<file path="config.mk">
export PLATFORM = sky130hd
export DESIGN_NAME = axis_jog_controller
export DESIGN_NICKNAME = d
export VERILOG_FILES = /design/src/design/ajc_pkg.sv /design/src/design/ajc_serdiv.sv /design/src/design/ajc_snap.sv /design/src/design/axis_jog_controller.sv
export SDC_FILE = /design/constraint.sdc
export NUM_CORES = 1
export LEC_CHECK = 0
export BUFFER_PORTS_ARGS = -buffer_cell sky130_fd_sc_hd__buf_2
export CORE_MARGIN = 8
export CORE_UTILIZATION = 55
export CTS_BUF_LIST = sky130_fd_sc_hd__clkbuf_8
export CTS_CLUSTER_SIZE = 16
export DETAILED_ROUTE_END_ITERATION = 7
export GPL_ROUTABILITY_DRIVEN = 0
export PLACE_DENSITY = 0.75
export RECOVER_POWER = 50
export SLEW_MARGIN = 20
export SYNTH_ARGS = -nofsm -noshare
export SYNTH_HDL_FRONTEND = slang
export SYNTH_HIERARCHICAL = 1
export SYNTH_SLANG_ARGS = --single-unit
</file>
<file path="constraint.sdc">
create_clock -name clk -period 8.3 [get_ports clk]
set_input_delay 2.075 -clock clk [delete_from_list [all_inputs] [get_ports clk]]
set_output_delay 2.075 -clock clk [all_outputs]
set_load 0.1 [all_outputs]
</file>
<file path="src/design/ajc_pkg.sv">
package ajc_pkg;

	localparam int POS_W      = 32;
	localparam int VEL_W      = 12;
	localparam int CNT_W      = 8;
	localparam int DIV_W      = 9;
	localparam int LVL_W      = 4;
	localparam int OP_W       = 2;
	localparam int AXIS_W     = 2;
	localparam int MODE_W     = 3;
	localparam int KIND_W     = 2;
	localparam int SPD_W      = 2;
	localparam int CFG_IDX_W  = 2;
	localparam int CFG_DATA_W = 9;
	localparam int ITER_W     = $clog2(POS_W + 1);

	localparam int NUM_AXES_DEF = 3;

	localparam logic [OP_W-1:0] OP_JOG   = 2'd0;
	localparam logic [OP_W-1:0] OP_STOP  = 2'd1;
	localparam logic [OP_W-1:0] OP_CYCLE = 2'd2;

	localparam logic [KIND_W-1:0] KIND_NONE = 2'd0;
	localparam logic [KIND_W-1:0] KIND_POS  = 2'd1;
	localparam logic [KIND_W-1:0] KIND_VEL  = 2'd2;

	localparam logic [MODE_W-1:0] MODE_NONE   = 3'd0;
	localparam logic [MODE_W-1:0] MODE_UNIT   = 3'd1;
	localparam logic [MODE_W-1:0] MODE_FINE   = 3'd2;
	localparam logic [MODE_W-1:0] MODE_COARSE = 3'd3;
	localparam logic [MODE_W-1:0] MODE_HOLD   = 3'd4;

	localparam logic [CFG_IDX_W-1:0] REG_HOLD_THR = 2'd0;
	localparam logic [CFG_IDX_W-1:0] REG_GRID_DIV = 2'd1;
	localparam logic [CFG_IDX_W-1:0] REG_LEVEL    = 2'd2;

	localparam logic [CNT_W-1:0] HOLD_THR_RST = 8'd10;
	localparam logic [DIV_W-1:0] GRID_DIV_RST = 9'd1;
	localparam logic [LVL_W-1:0] LEVEL_RST    = 4'd7;

	localparam logic [LVL_W-1:0] LEVEL_SNAP_MIN = 4'd7;
	localparam logic [DIV_W-1:0] GRID_FINE      = 9'd50;
	localparam logic [DIV_W-1:0] GRID_COARSE    = 9'd500;

	localparam logic [ITER_W-1:0] ITER_GRID = ITER_W'(DIV_W);
	localparam logic [ITER_W-1:0] ITER_MAG  = ITER_W'(POS_W);

	typedef struct packed {
		logic                     start;
		logic signed [POS_W-1:0]  pos;
		logic signed [POS_W-1:0]  origin;
		logic [MODE_W-1:0]        mode;
	} snap_req_t;

	typedef struct packed {
		logic                     done;
		logic [POS_W-1:0]         target;
	} snap_rsp_t;

	function automatic logic [POS_W-1:0] step_size(input logic [SPD_W-1:0] sp);
		logic [POS_W-1:0] r;
		case (sp)
			2'd0:    r = POS_W'(1);
			2'd1:    r = POS_W'(50);
			2'd2:    r = POS_W'(100);
			default: r = '0;
		endcase
		return r;
	endfunction

	function automatic logic [VEL_W-1:0] vel_size(input logic [SPD_W-1:0] sp);
		logic [VEL_W-1:0] r;
		case (sp)
			2'd0:    r = VEL_W'(3);
			2'd1:    r = VEL_W'(1024);
			2'd2:    r = VEL_W'(2047);
			default: r = '0;
		endcase
		return r;
	endfunction

endpackage

</file>
<file path="src/design/ajc_serdiv.sv">
module ajc_serdiv #(
	parameter int DW = ajc_pkg::POS_W,
	parameter int VW = ajc_pkg::DIV_W
) (
	input  logic                          clk,
	input  logic                          arst_n,
	input  logic                          start,
	input  logic [DW-1:0]                 dividend,
	input  logic [VW-1:0]                 divisor,
	input  logic [$clog2(DW+1)-1:0]       iters,
	output logic                          done,
	output logic [DW-1:0]                 quotient,
	output logic [VW-1:0]                 remainder
);
	import ajc_pkg::*;

	localparam int CW = $clog2(DW + 1);

	logic [CW-1:0] cnt_q;
	logic          done_q;
	logic [DW-1:0] dvd_q;
	logic [VW-1:0] dvs_q;
	logic [VW-1:0] rem_q;
	logic [DW-1:0] quo_q;

	logic [VW:0]   trial;
	logic [VW:0]   trial_sub;
	logic          ge;
	logic [VW-1:0] rem_n;

	// One quotient bit per cycle, most significant first.
	assign trial     = {rem_q, dvd_q[DW-1]};
	assign trial_sub = trial - {1'b0, dvs_q};
	assign ge        = trial >= {1'b0, dvs_q};
	assign rem_n     = ge ? trial_sub[VW-1:0] : trial[VW-1:0];

	always_ff @(posedge clk or negedge arst_n) begin
		if (!arst_n) begin
			cnt_q  <= '0;
			done_q <= 1'b0;
		end else begin
			done_q <= 1'b0;
			if (start) begin
				cnt_q <= iters;
			end else if (cnt_q != '0) begin
				cnt_q <= cnt_q - CW'(1);
				if (cnt_q == CW'(1)) begin
					done_q <= 1'b1;
				end
			end
		end
	end

	always_ff @(posedge clk) begin
		if (start) begin
			dvd_q <= dividend;
			dvs_q <= divisor;
			rem_q <= '0;
			quo_q <= '0;
		end else if (cnt_q != '0) begin
			dvd_q <= {dvd_q[DW-2:0], 1'b0};
			rem_q <= rem_n;
			quo_q <= {quo_q[DW-2:0], ge};
		end
	end

	assign done      = done_q;
	assign quotient  = quo_q;
	assign remainder = rem_q;

endmodule

</file>
<file path="src/design/ajc_snap.sv">
module ajc_snap (
	input  logic                         clk,
	input  logic                         arst_n,
	input  ajc_pkg::snap_req_t           req,
	input  logic [ajc_pkg::DIV_W-1:0]    grid_divisor,
	input  logic [ajc_pkg::LVL_W-1:0]    machine_level,
	output ajc_pkg::snap_rsp_t           rsp
);
	import ajc_pkg::*;

	typedef enum logic [3:0] {
		SN_IDLE = 4'b0001,
		SN_QUOT = 4'b0010,
		SN_REM  = 4'b0100,
		SN_FIX  = 4'b1000
	} snap_state_t;

	snap_state_t      st_q;
	logic [POS_W-1:0] pos_q;
	logic [POS_W:0]   d_q;
	logic             nosnap_q;
	logic [DIV_W-1:0] s_q;
	logic [DIV_W-1:0] rem_q;

	logic              grid_req;
	logic              div_start;
	logic [POS_W-1:0]  div_dividend;
	logic [DIV_W-1:0]  div_divisor;
	logic [ITER_W-1:0] div_iters;
	logic              div_done;
	logic [POS_W-1:0]  div_quot;
	logic [DIV_W-1:0]  div_rem;
	logic [DIV_W-1:0]  grid_n;
	logic [POS_W:0]    d_neg;
	logic [DIV_W-1:0]  quot_s;
	logic [DIV_W-1:0]  adj;

	assign grid_req = (machine_level >= LEVEL_SNAP_MIN) && (grid_divisor != '0)
		&& ((req.mode == MODE_FINE) || (req.mode == MODE_COARSE));
	assign grid_n   = (req.mode == MODE_FINE) ? GRID_FINE : GRID_COARSE;
	assign d_neg    = (POS_W+1)'(0) - d_q;
	assign quot_s   = div_quot[DIV_W-1:0];

	always_comb begin
		div_start    = 1'b0;
		div_dividend = {grid_n, (POS_W-DIV_W)'(0)};
		div_divisor  = grid_divisor;
		div_iters    = ITER_GRID;
		if (st_q == SN_IDLE) begin
			div_start = req.start && grid_req;
		end else if (st_q == SN_QUOT) begin
			div_start    = div_done && (quot_s != '0);
			div_dividend = d_q[POS_W] ? d_neg[POS_W-1:0] : d_q[POS_W-1:0];
			div_divisor  = quot_s;
			div_iters    = ITER_MAG;
		end
	end

	always_ff @(posedge clk or negedge arst_n) begin
		if (!arst_n) begin
			st_q <= SN_IDLE;
		end else begin
			unique case (st_q)
				SN_IDLE: begin
					if (req.start) begin
						st_q <= grid_req ? SN_QUOT : SN_FIX;
					end
				end
				SN_QUOT: begin
					if (div_done) begin
						st_q <= (quot_s != '0) ? SN_REM : SN_FIX;
					end
				end
				SN_REM: begin
					if (div_done) begin
						st_q <= SN_FIX;
					end
				end
				SN_FIX: begin
					st_q <= SN_IDLE;
				end
				default: begin
					st_q <= SN_IDLE;
				end
			endcase
		end
	end

	always_ff @(posedge clk) begin
		if (st_q == SN_IDLE && req.start) begin
			pos_q    <= req.pos;
			d_q      <= {req.pos[POS_W-1], req.pos} - {req.origin[POS_W-1], req.origin};
			nosnap_q <= !grid_req;
		end
		if (st_q == SN_QUOT && div_done) begin
			s_q      <= quot_s;
			nosnap_q <= (quot_s == '0);
		end
		if (st_q == SN_REM && div_done) begin
			rem_q <= div_rem;
		end
	end

	// The adjustment is applied in the direction of the sign of the offset from the jog start.
	assign adj = s_q - rem_q;

	always_comb begin
		rsp.done   = (st_q == SN_FIX);
		rsp.target = pos_q;
		if (!nosnap_q && rem_q != '0) begin
			rsp.target = d_q[POS_W] ? pos_q - POS_W'(adj) : pos_q + POS_W'(adj);
		end
	end

	ajc_serdiv #(
		.DW(POS_W),
		.VW(DIV_W)
	) u_div (
		.clk       (clk),
		.arst_n    (arst_n),
		.start     (div_start),
		.dividend  (div_dividend),
		.divisor   (div_divisor),
		.iters     (div_iters),
		.done      (div_done),
		.quotient  (div_quot),
		.remainder (div_rem)
	);

endmodule

</file>
<file path="src/design/axis_jog_controller.sv">
// Jog, speed-cycle and ignored requests: the result is registered in the pending stage, then in the output stage.
// Stop request: without grid snapping the snap unit passes the position straight through;
// with it, the bit-serial divider finds the grid step and, if nonzero, the offset remainder.
// A new request is taken in the cycle after a result leaves the internal stage.
// Asynchronous active-low reset clears press counts, jog starts, locks, speed step
// and loads the configuration defaults (threshold 10, divisor 1, level 7).
module axis_jog_controller #(
	parameter int NUM_AXES = ajc_pkg::NUM_AXES_DEF
) (
	input  logic                               clk,
	input  logic                               arst_n,
	input  logic                               cfg_we,
	input  logic [ajc_pkg::CFG_IDX_W-1:0]      cfg_index,
	input  logic [ajc_pkg::CFG_DATA_W-1:0]     cfg_data,
	input  logic                               in_valid,
	output logic                               in_ready,
	input  logic [ajc_pkg::OP_W-1:0]           op,
	input  logic [ajc_pkg::AXIS_W-1:0]         axis,
	input  logic                               direction,
	input  logic signed [ajc_pkg::POS_W-1:0]   position,
	input  logic [ajc_pkg::MODE_W-1:0]         stop_mode,
	output logic                               out_valid,
	input  logic                               out_ready,
	output logic [ajc_pkg::KIND_W-1:0]         command_kind,
	output logic [ajc_pkg::AXIS_W-1:0]         command_axis,
	output logic signed [ajc_pkg::POS_W-1:0]   target_position,
	output logic signed [ajc_pkg::VEL_W-1:0]   velocity,
	output logic                               axis_locked
);
	import ajc_pkg::*;

	localparam int AXW = (NUM_AXES > 1) ? $clog2(NUM_AXES) : 1;
	localparam int KW  = (NUM_AXES > 1) ? $clog2(2 * NUM_AXES) : 1;

	typedef enum logic [1:0] {
		ST_IDLE = 2'b01,
		ST_SNAP = 2'b10
	} top_state_t;

	top_state_t        st_q;
	logic [CNT_W-1:0]  thr_q;
	logic [DIV_W-1:0]  div_q;
	logic [LVL_W-1:0]  lvl_q;
	logic [SPD_W-1:0]  speed_q;
	logic [CNT_W-1:0]  press_q [2*NUM_AXES];
	logic [POS_W-1:0]  start_q [NUM_AXES];
	logic              lock_q  [NUM_AXES];
	logic [AXIS_W-1:0] stop_axis_q;

	logic              pend_valid_q;
	logic [KIND_W-1:0] pend_kind_q;
	logic [AXIS_W-1:0] pend_axis_q;
	logic [POS_W-1:0]  pend_tgt_q;
	logic [VEL_W-1:0]  pend_vel_q;
	logic              pend_lock_q;

	logic              out_valid_q;
	logic [KIND_W-1:0] out_kind_q;
	logic [AXIS_W-1:0] out_axis_q;
	logic [POS_W-1:0]  out_tgt_q;
	logic [VEL_W-1:0]  out_vel_q;
	logic              out_lock_q;

	logic              acc;
	logic              axis_ok;
	logic              is_jog;
	logic              is_stop;
	logic              is_cycle;
	logic [AXW-1:0]    idx;
	logic [KW-1:0]     key;
	logic [KW-1:0]     other;
	logic [CNT_W-1:0]  cnt;
	logic              cnt_zero;
	logic              cnt_hit;
	logic              cnt_below;
	logic [POS_W-1:0]  step;
	logic [VEL_W-1:0]  vmag;
	logic [KIND_W-1:0] jog_kind;
	logic [POS_W-1:0]  jog_tgt;
	logic [VEL_W-1:0]  jog_vel;
	logic              move;

	snap_req_t         snap_req;
	snap_rsp_t         snap_rsp;

	assign in_ready = (st_q == ST_IDLE) && !pend_valid_q;
	assign acc      = in_valid && in_ready;
	assign axis_ok  = (AXIS_W+2)'(axis) < (AXIS_W+2)'(NUM_AXES);
	assign is_jog   = acc && (op == OP_JOG) && axis_ok;
	assign is_stop  = acc && (op == OP_STOP) && axis_ok;
	assign is_cycle = acc && (op == OP_CYCLE);

	assign idx   = AXW'(axis);
	assign key   = KW'({idx, direction});
	assign other = KW'({idx, !direction});

	assign cnt       = press_q[key];
	assign cnt_zero  = (cnt == '0);
	assign cnt_hit   = (cnt == thr_q);
	assign cnt_below = (cnt < thr_q);
	assign step      = step_size(speed_q);
	assign vmag      = vel_size(speed_q);

	// A velocity command at the hold threshold overrides the first-press step.
	always_comb begin
		jog_kind = KIND_NONE;
		jog_tgt  = '0;
		jog_vel  = '0;
		if (cnt_hit) begin
			jog_kind = KIND_VEL;
			jog_vel  = direction ? VEL_W'(0) - vmag : vmag;
		end else if (cnt_zero) begin
			jog_kind = KIND_POS;
			jog_tgt  = direction ? $unsigned(position) - step : $unsigned(position) + step;
		end
	end

	assign snap_req.start  = is_stop;
	assign snap_req.pos    = position;
	assign snap_req.origin = start_q[idx];
	assign snap_req.mode   = stop_mode;

	assign move = pend_valid_q && (!out_valid_q || out_ready);

	always_ff @(posedge clk or negedge arst_n) begin
		if (!arst_n) begin
			st_q         <= ST_IDLE;
			thr_q        <= HOLD_THR_RST;
			div_q        <= GRID_DIV_RST;
			lvl_q        <= LEVEL_RST;
			speed_q      <= '0;
			pend_valid_q <= 1'b0;
			out_valid_q  <= 1'b0;
			for (int i = 0; i < 2 * NUM_AXES; i++) begin
				press_q[i] <= '0;
			end
			for (int i = 0; i < NUM_AXES; i++) begin
				start_q[i] <= '0;
				lock_q[i]  <= 1'b0;
			end
		end else begin
			if (cfg_we) begin
				unique case (cfg_index)
					REG_HOLD_THR: thr_q <= cfg_data[CNT_W-1:0];
					REG_GRID_DIV: div_q <= cfg_data[DIV_W-1:0];
					REG_LEVEL:    lvl_q <= cfg_data[LVL_W-1:0];
					default: begin
					end
				endcase
			end

			if (is_cycle) begin
				speed_q <= (speed_q >= SPD_W'(2)) ? '0 : speed_q + SPD_W'(1);
				for (int i = 0; i < 2 * NUM_AXES; i++) begin
					press_q[i] <= '0;
				end
			end

			if (is_jog) begin
				lock_q[idx] <= 1'b0;
				if (cnt_zero) begin
					press_q[other] <= '0;
					start_q[idx]   <= $unsigned(position);
				end
				if (cnt_below) begin
					press_q[key] <= cnt + CNT_W'(1);
				end
			end

			if (is_stop) begin
				press_q[KW'({idx, 1'b0})] <= '0;
				press_q[KW'({idx, 1'b1})] <= '0;
				lock_q[idx]               <= 1'b1;
			end

			unique case (st_q)
				ST_IDLE: begin
					if (is_stop) begin
						st_q <= ST_SNAP;
					end
				end
				ST_SNAP: begin
					if (snap_rsp.done) begin
						st_q <= ST_IDLE;
					end
				end
				default: begin
					st_q <= ST_IDLE;
				end
			endcase

			if ((acc && !is_stop) || snap_rsp.done) begin
				pend_valid_q <= 1'b1;
			end else if (move) begin
				pend_valid_q <= 1'b0;
			end

			if (move) begin
				out_valid_q <= 1'b1;
			end else if (out_ready) begin
				out_valid_q <= 1'b0;
			end
		end
	end

	always_ff @(posedge clk) begin
		if (is_stop) begin
			stop_axis_q <= axis;
		end
		if (acc && !is_stop) begin
			pend_kind_q <= is_jog ? jog_kind : KIND_NONE;
			pend_axis_q <= is_jog ? axis : '0;
			pend_tgt_q  <= is_jog ? jog_tgt : '0;
			pend_vel_q  <= is_jog ? jog_vel : '0;
			pend_lock_q <= 1'b0;
		end else if (snap_rsp.done) begin
			pend_kind_q <= KIND_POS;
			pend_axis_q <= stop_axis_q;
			pend_tgt_q  <= snap_rsp.target;
			pend_vel_q  <= '0;
			pend_lock_q <= lock_q[AXW'(stop_axis_q)];
		end
		if (move) begin
			out_kind_q <= pend_kind_q;
			out_axis_q <= pend_axis_q;
			out_tgt_q  <= pend_tgt_q;
			out_vel_q  <= pend_vel_q;
			out_lock_q <= pend_lock_q;
		end
	end

	assign out_valid       = out_valid_q;
	assign command_kind    = out_kind_q;
	assign command_axis    = out_axis_q;
	assign target_position = $signed(out_tgt_q);
	assign velocity        = $signed(out_vel_q);
	assign axis_locked     = out_lock_q;

	ajc_snap u_snap (
		.clk           (clk),
		.arst_n        (arst_n),
		.req           (snap_req),
		.grid_divisor  (div_q),
		.machine_level (lvl_q),
		.rsp           (snap_rsp)
	);

	a_snap_only_when_waiting: assert property (@(posedge clk) disable iff (!arst_n)
		snap_rsp.done |-> (st_q == ST_SNAP))
		else $error("snap result arrived while no stop request was waiting");

	a_stop_starts_snap: assert property (@(posedge clk) disable iff (!arst_n)
		is_stop |=> (st_q == ST_SNAP) && !in_ready)
		else $error("stop request did not start the snap sequence");

	a_pending_kept: assert property (@(posedge clk) disable iff (!arst_n)
		pend_valid_q && out_valid_q && !out_ready |=> pend_valid_q)
		else $error("pending result dropped while output stalled");

	a_velocity_nonzero: assert property (@(posedge clk) disable iff (!arst_n)
		out_valid && (command_kind == KIND_VEL) && (speed_q != SPD_W'(3))
		|-> (velocity != '0))
		else $error("velocity command with zero magnitude");

endmodule

</file>
==> impl_metrics.py, run 1 <==
metrics = {
    "layout": {
        "fin_area_um2": 26400,
        "num_antenna_cells": 0,
        "drive_above_1_share_pct": 14.28,
        "syn_to_final_growth_pct": 9.220,
        "finalNetCount": 2589,
        "stdcell_count": 3036,
    },
    "floorplan": {
        "coreArea_um2": 43840,
        "rows": 77,
        "num_io_pins": 107,
        "start_util_pct": 55.14,
        "die_y_um": 225.6,
        "die_x_um": 225.6,
        "die-area_um2": 50910,
    },
    "sta": {
        "drv_slew": 266,
        "relSlewSlack_pct": -181.6,
        "fin_ws_ns": 1.643,
        "timing.final.crit_share_pct": 80.21,
        "hold_viol_final": 0,
        "finClkSkew_ns": 0.03052,
        "setup_viol": 0,
        "tightestPinTransition_ns": 4.224,
        "period_minus_slack_ns": 6.657,
        "rsz0062_at_grt": "false",
        "setup_tns_ns": 0,
        "fmax_mhz": 150.2,
    },
    "global_routing": {
        "antenna_found_initial": 0,
        "grt_pass1_wl_um": 95510,
        "grt_max_degree": 81,
        "grt_usage_pct": 23.25,
        "gr-total-overflow": 0,
        "grt_pass1_vias": 18070,
    },
    "outcome": {
        "status": "finished with violations",
        "violations": "max-capacitance violations, max-slew violations",
    },
    "power": {
        "p_per_area_nw_per_um2": 261.0,
        "leakage_nw": 11.00,
        "totalPowerFinal_mw": 6.891,
        "irDropWorstVdd_mv": 0.1323,
    },
    "setup_path": {
        "end_kind": "flop",
        "r2r_end": "pend_tgt_q[29]",
        "crit_end": "press_q[5]",
        "crit_type": "input pin to flop",
        "r2r.worst_path.cells": 22,
        "critPathMaxFanout": 46,
        "cp.arrival_ns": 7.18,
        "timing.critical_path.from": "axis[0]",
        "worstReg2RegStart": "u_snap/s_q[0]",
        "timing.reg2reg.setup_slack_ns": 2.48,
        "cp.required_ns": 8.82,
        "cp-start-kind": "input pin",
    },
    "detailed_routing": {
        "dr.first_iter.drc_count": 1590,
        "drc": 0,
        "drtPass1Iterations": 5,
        "wirelength_um": 59150,
        "drt.antenna.violating_nets": 0,
        "drt-wirelength-per-cell_um": 19.48,
        "via_per_inst": 5.992,
        "vias": 18190,
    },
    "run": {
        "maxCapViolations": 5,
    },
    "clock_tree": {
        "clkSinkCount": 414,
        "cts_setup_buffers": 0,
        "clk_transition_reported_paths_ns": 0.06,
        "clock-root-buffer": "clkbuf_8",
        "h-tree-depth": 3,
        "tritoncts": "built",
        "clock_path_buffers": 3,
        "ctsResizeCount": 0,
        "clock_latency_ns": 0.62,
        "postCtsHoldBufs": 0,
        "cts_buffers": 69,
    },
    "synthesis": {
        "yosysWarnings": 6,
        "syn-instance-count": 2285,
        "netlist_area_um2": 24170,
        "avgSynthCellArea_um2": 10.58,
    },
    "placed_design": {
        "post-dp-hpwl_um": 43050,
        "port_buffers": 106,
        "dp.cells": 2915,
        "post_dp_cell_area_um2": 25190,
        "pre_cts_ws_ns": 1.890,
    },
    "hold_path": {
        "hp-class": "flop to flop",
        "min_path_cells": 0,
    },
}
[power by group]
| group | leakage (nW) | internal (mW) | switching (mW) | total (mW) |
|---|---|---|---|---|
| clock | 0.760 | 0.976 | 0.808 | 1.78 |
| sequential | 4.54 | 2.66 | 0.229 | 2.89 |
| combinational | 5.70 | 0.850 | 1.37 | 2.22 |
[metal layers]
metal	up-vias	routed length (µm)	GRT usage, %	share of wire (%)
li1	8553	-	-	-
met1	8808	26100	31.87	44
met2	714	27220	36.84	46
met3	118	4338	4.155	7.3
met4	0	1487	8.302	2.5
met5	-	0	0	0
[cells in the final DEF (no fill, tap or decap), drive strengths merged, types with 126 or more instances in the layout]
master / count
a21oi: 126
nor2: 135
ha: 134
nand2: 256
inv: 139
edfxtp: 210
clkbuf: 162
dfrtp: 177
o21ai: 178
mux2: 153
[per-stage QoR]
stage | hold slack [ns] | utilization (%)
floorplan | 0.4003 | -
global placement | 0.4009 | 57.47
detailed placement | 0.4045 | 57.47
CTS | 0.4110 | 60.53
global route | 0.4182 | 60.22
finish | 0.4154 | 60.22
[cell type report]
class,count,area (µm²)
fillers,3602,17440
multi-input cells,1662,11990
flip-flops and latches,414,11330
repair buffers,126,550.5
clock inverters,47,322.8
inverters,121,454.2
clock buffers,74,1018
well taps,592,740.7
[flip-flops by register name, summed over array words and instances, names as in the netlist, 5 cells and up]
register                count
u_snap/u_div/quotient       9
start_q                    96
div_q                       9
u_snap/d_q                 33
u_snap/u_div/dvd_q         32
velocity                    5
pend_vel_q                  5
u_snap/s_q                  9
u_snap/u_div/cnt_q          6
thr_q                       8
pend_tgt_q                 32
u_snap/u_div/remainder      9
u_snap/rem_q                9
target_position            32
u_snap/u_div/dvs_q          9
u_snap/pos_q               32
press_q                    48
[worst max-delay path, stage by stage]
cell       delay [ns]
buf_2            0.09
clkbuf_1         1.54
mux4_2           0.68
a22oi_1          0.36
inv_1            0.09
ha_1             0.30
nand4_1          0.12
a21oi_1          0.62
nor4_2           0.25
a2111oi_2        0.79
nand2_1          0.14
o21ai_0          0.12
[how the worst min path moves through the flow]
stage	slack [ns]	start	endpoint
final	0.42	pend_tgt_q[15]	target_position[15]
after global placement	0.40	pend_tgt_q[23]	target_position[23]
after global routing	0.42	pend_tgt_q[21]	target_position[21]
after CTS	0.41	pend_tgt_q[5]	target_position[5]
after floorplan	0.40	pend_axis_q[0]	command_axis[0]
after detailed placement	0.40	pend_tgt_q[10]	target_position[10]
(Power assumes the default switching activity.)
==> run 2, diff against run 1 <==
==> constraint.sdc (replaced) <==
create_clock -name clk -period 5.9 [get_ports clk]
set_input_delay 1.475 -clock clk [delete_from_list [all_inputs] [get_ports clk]]
set_output_delay 1.475 -clock clk [all_outputs]
set_load 0.1 [all_outputs]
==> impl_metrics.py, run 2 (synthesis results as in run 1) <==
metrics = {
    "setup_path": {
        "end_kind": "flop",
        "cp.arrival_ns": 5.87,
        "r2r.worst_path.cells": 23,
        "cp.required_ns": 6.26,
        "crit_type": "flop to flop",
        "cp-start-kind": "flop",
        "critPathMaxFanout": 4,
    },
    "detailed_routing": {
        "drt.antenna.violating_nets": 0,
        "drt-wirelength-per-cell_um": 19.48,
        "wirelength_um": 59600,
        "dr.first_iter.drc_count": 1548,
        "vias": 18350,
        "via_per_inst": 5.997,
        "drc": 0,
        "drtPass1Iterations": 5,
    },
    "sta": {
        "period_minus_slack_ns": 5.515,
        "relSlewSlack_pct": -103.3,
        "fin_ws_ns": 0.3852,
        "timing.final.crit_share_pct": 93.47,
        "hold_viol_final": 0,
        "fmax_mhz": 181.3,
        "setup_tns_ns": 0,
        "finClkSkew_ns": 0.03867,
        "setup_viol": 0,
        "tightestPinTransition_ns": 3.050,
        "drv_slew": 267,
        "rsz0062_at_grt": "false",
    },
    "placed_design": {
        "port_buffers": 106,
        "dp.cells": 2925,
        "post-dp-hpwl_um": 42910,
        "pre_cts_ws_ns": 0.3439,
    },
    "clock_tree": {
        "clock_latency_ns": 0.66,
        "clkSinkCount": 414,
        "cts_setup_buffers": 0,
        "h-tree-depth": 3,
        "clock-root-buffer": "clkbuf_8",
        "cts_buffers": 71,
        "clock_path_buffers": 3,
        "tritoncts": "built",
        "clk_transition_reported_paths_ns": 0.06,
    },
    "layout": {
        "largest_register_ff_count": 96,
        "syn_to_final_growth_pct": 9.654,
        "layout_common_cells": "nand2_1 (254), edfxtp_1 (210), dfrtp_1 (177), o21ai_0 (167), mux2_2 (151)",
        "drive_above_1_share_pct": 14.76,
        "final_util_pct": 60.46,
        "mostFrequentLayoutCell": "nand2_1",
        "stdcell_count": 3059,
        "top_regs": "start_q x96, press_q x48, u_snap/d_q x33",
        "nFillCells": 3633,
        "seq_area_um2": 11330,
        "regMostFlops": "start_q",
        "finalNetCount": 2602,
        "multi_input_area_um2": 11990,
    },
    "global_routing": {
        "grt_pass1_wl_um": 94650,
        "grt_util_met1_pct": 31.38,
        "grt_max_degree": 186,
        "grt_usage_pct": 23.16,
        "top_usage_layer": "met2",
        "use_met3_pct": 3.792,
        "grtUsageMet2_pct": 37.17,
        "grt_pass1_vias": 18160,
        "antenna_found_initial": 1,
        "gr-total-overflow": 0,
    },
    "floorplan": {
        "coreArea_um2": 43840,
        "die_y_um": 225.6,
        "rows": 77,
        "die-area_um2": 50910,
        "num_io_pins": 107,
        "die_x_um": 225.6,
        "start_util_pct": 55.14,
    },
    "hold_path": {
        "hp-class": "flop to flop",
        "min_path_cells": 0,
    },
    "power": {
        "leakage_nw": 11.08,
        "irDropWorstVdd_mv": 0.1938,
        "p_per_area_nw_per_um2": 364.8,
    },
    "run": {
        "maxCapViolations": 4,
    },
    "outcome": {
        "status": "finished with violations",
        "violations": "max-capacitance violations, max-slew violations",
    },
}
[run 2: cell types whose count changed in the layout (fill, tap and decap cells not counted), sizes merged]
cell	delta
buf	+13
clkinv	-2
diode	+1
clkbuf	-2
clkinvlp	+3
bufinv	-3
inv	+12
clkdlybuf4s25	+1
[run 2: repair_timing]
item                                   in CTS  in global routing
setup endpoints to repair                   0                  1
endpoints found under the hold margin       0                  0
resized for setup                           0                  1
hold buffers                                0                  0
[run 2: final cells by class]
class / count / area share (%)
clock buffer: 75 / 3.895
inverter: 121 / 1.714
multi-input combinational: 1662 / 45.25
sequential: 414 / 42.73
antenna: 1 / 0.009442
tap: 592 / 2.795
timing repair buffer: 137 / 2.426
clock inverter: 57 / 1.180
[run 2: layer usage]
layer  routed length, µm  vias to the layer above
li1                    -                     8590
met1               25700                     8892
met2               27960                      734
met3                4278                      130
met4                1652                        0
met5                   0                        -
[run 2: per-stage QoR]
stage / power, mW / area (µm²) / hold WS (ns)
6_report: 9.668 / 26500 / 0.4164
5_1_grt: 10.22 / 26500 / 0.4277
4_1_cts: 9.711 / 26640 / 0.4176
3_5_place_dp: 7.206 / 25290 / 0.4045
3_3_place_gp: 7.076 / 25290 / 0.4022
2_1_floorplan: 6.437 / 24210 / 0.4003
[run 2: path summary, 6_finish.rpt]
check	slack (ns)	to	from
max	0.39	pend_tgt_q[29]	u_snap/s_q[0]
min	0.42	target_position[27]	pend_tgt_q[27]
max reg2reg	0.39	pend_tgt_q[29]	u_snap/s_q[0]
min reg2reg	0.42	target_position[27]	pend_tgt_q[27]
max in group asynchronous	0.96	u_snap/u_div/cnt_q[4]	arst_n
min in group asynchronous	1.87	start_q[27]	arst_n
[run 2: report_power, final]
group	internal, mW	switching, mW	total (mW)
Combinational	1.21	1.92	3.12
Sequential	3.74	0.333	4.07
Clock	1.28	1.19	2.47
[run 2: worst max-delay path, stage by stage, from the launching register on]
cell and delay (ns):
edfxtp_1 0.36, inv_1 0.06, ha_1 0.16, inv_1 0.06, fa_1 0.40, a21oi_1 0.23, o21bai_1 0.10, xor2_1 0.19
or3_1 0.40, nor4_2 0.31, ha_1 0.29, a21oi_1 0.14, ha_1 0.30, a21oi_1 0.23, nor2_1 0.07, a211o_1 0.31
a21oi_1 0.27, o31ai_1 0.23, o2bb2ai_1 0.23, a31oi_1 0.24, xor2_1 0.17, o21ai_0 0.11, a21oi_1 0.17, nand3_1 0.17
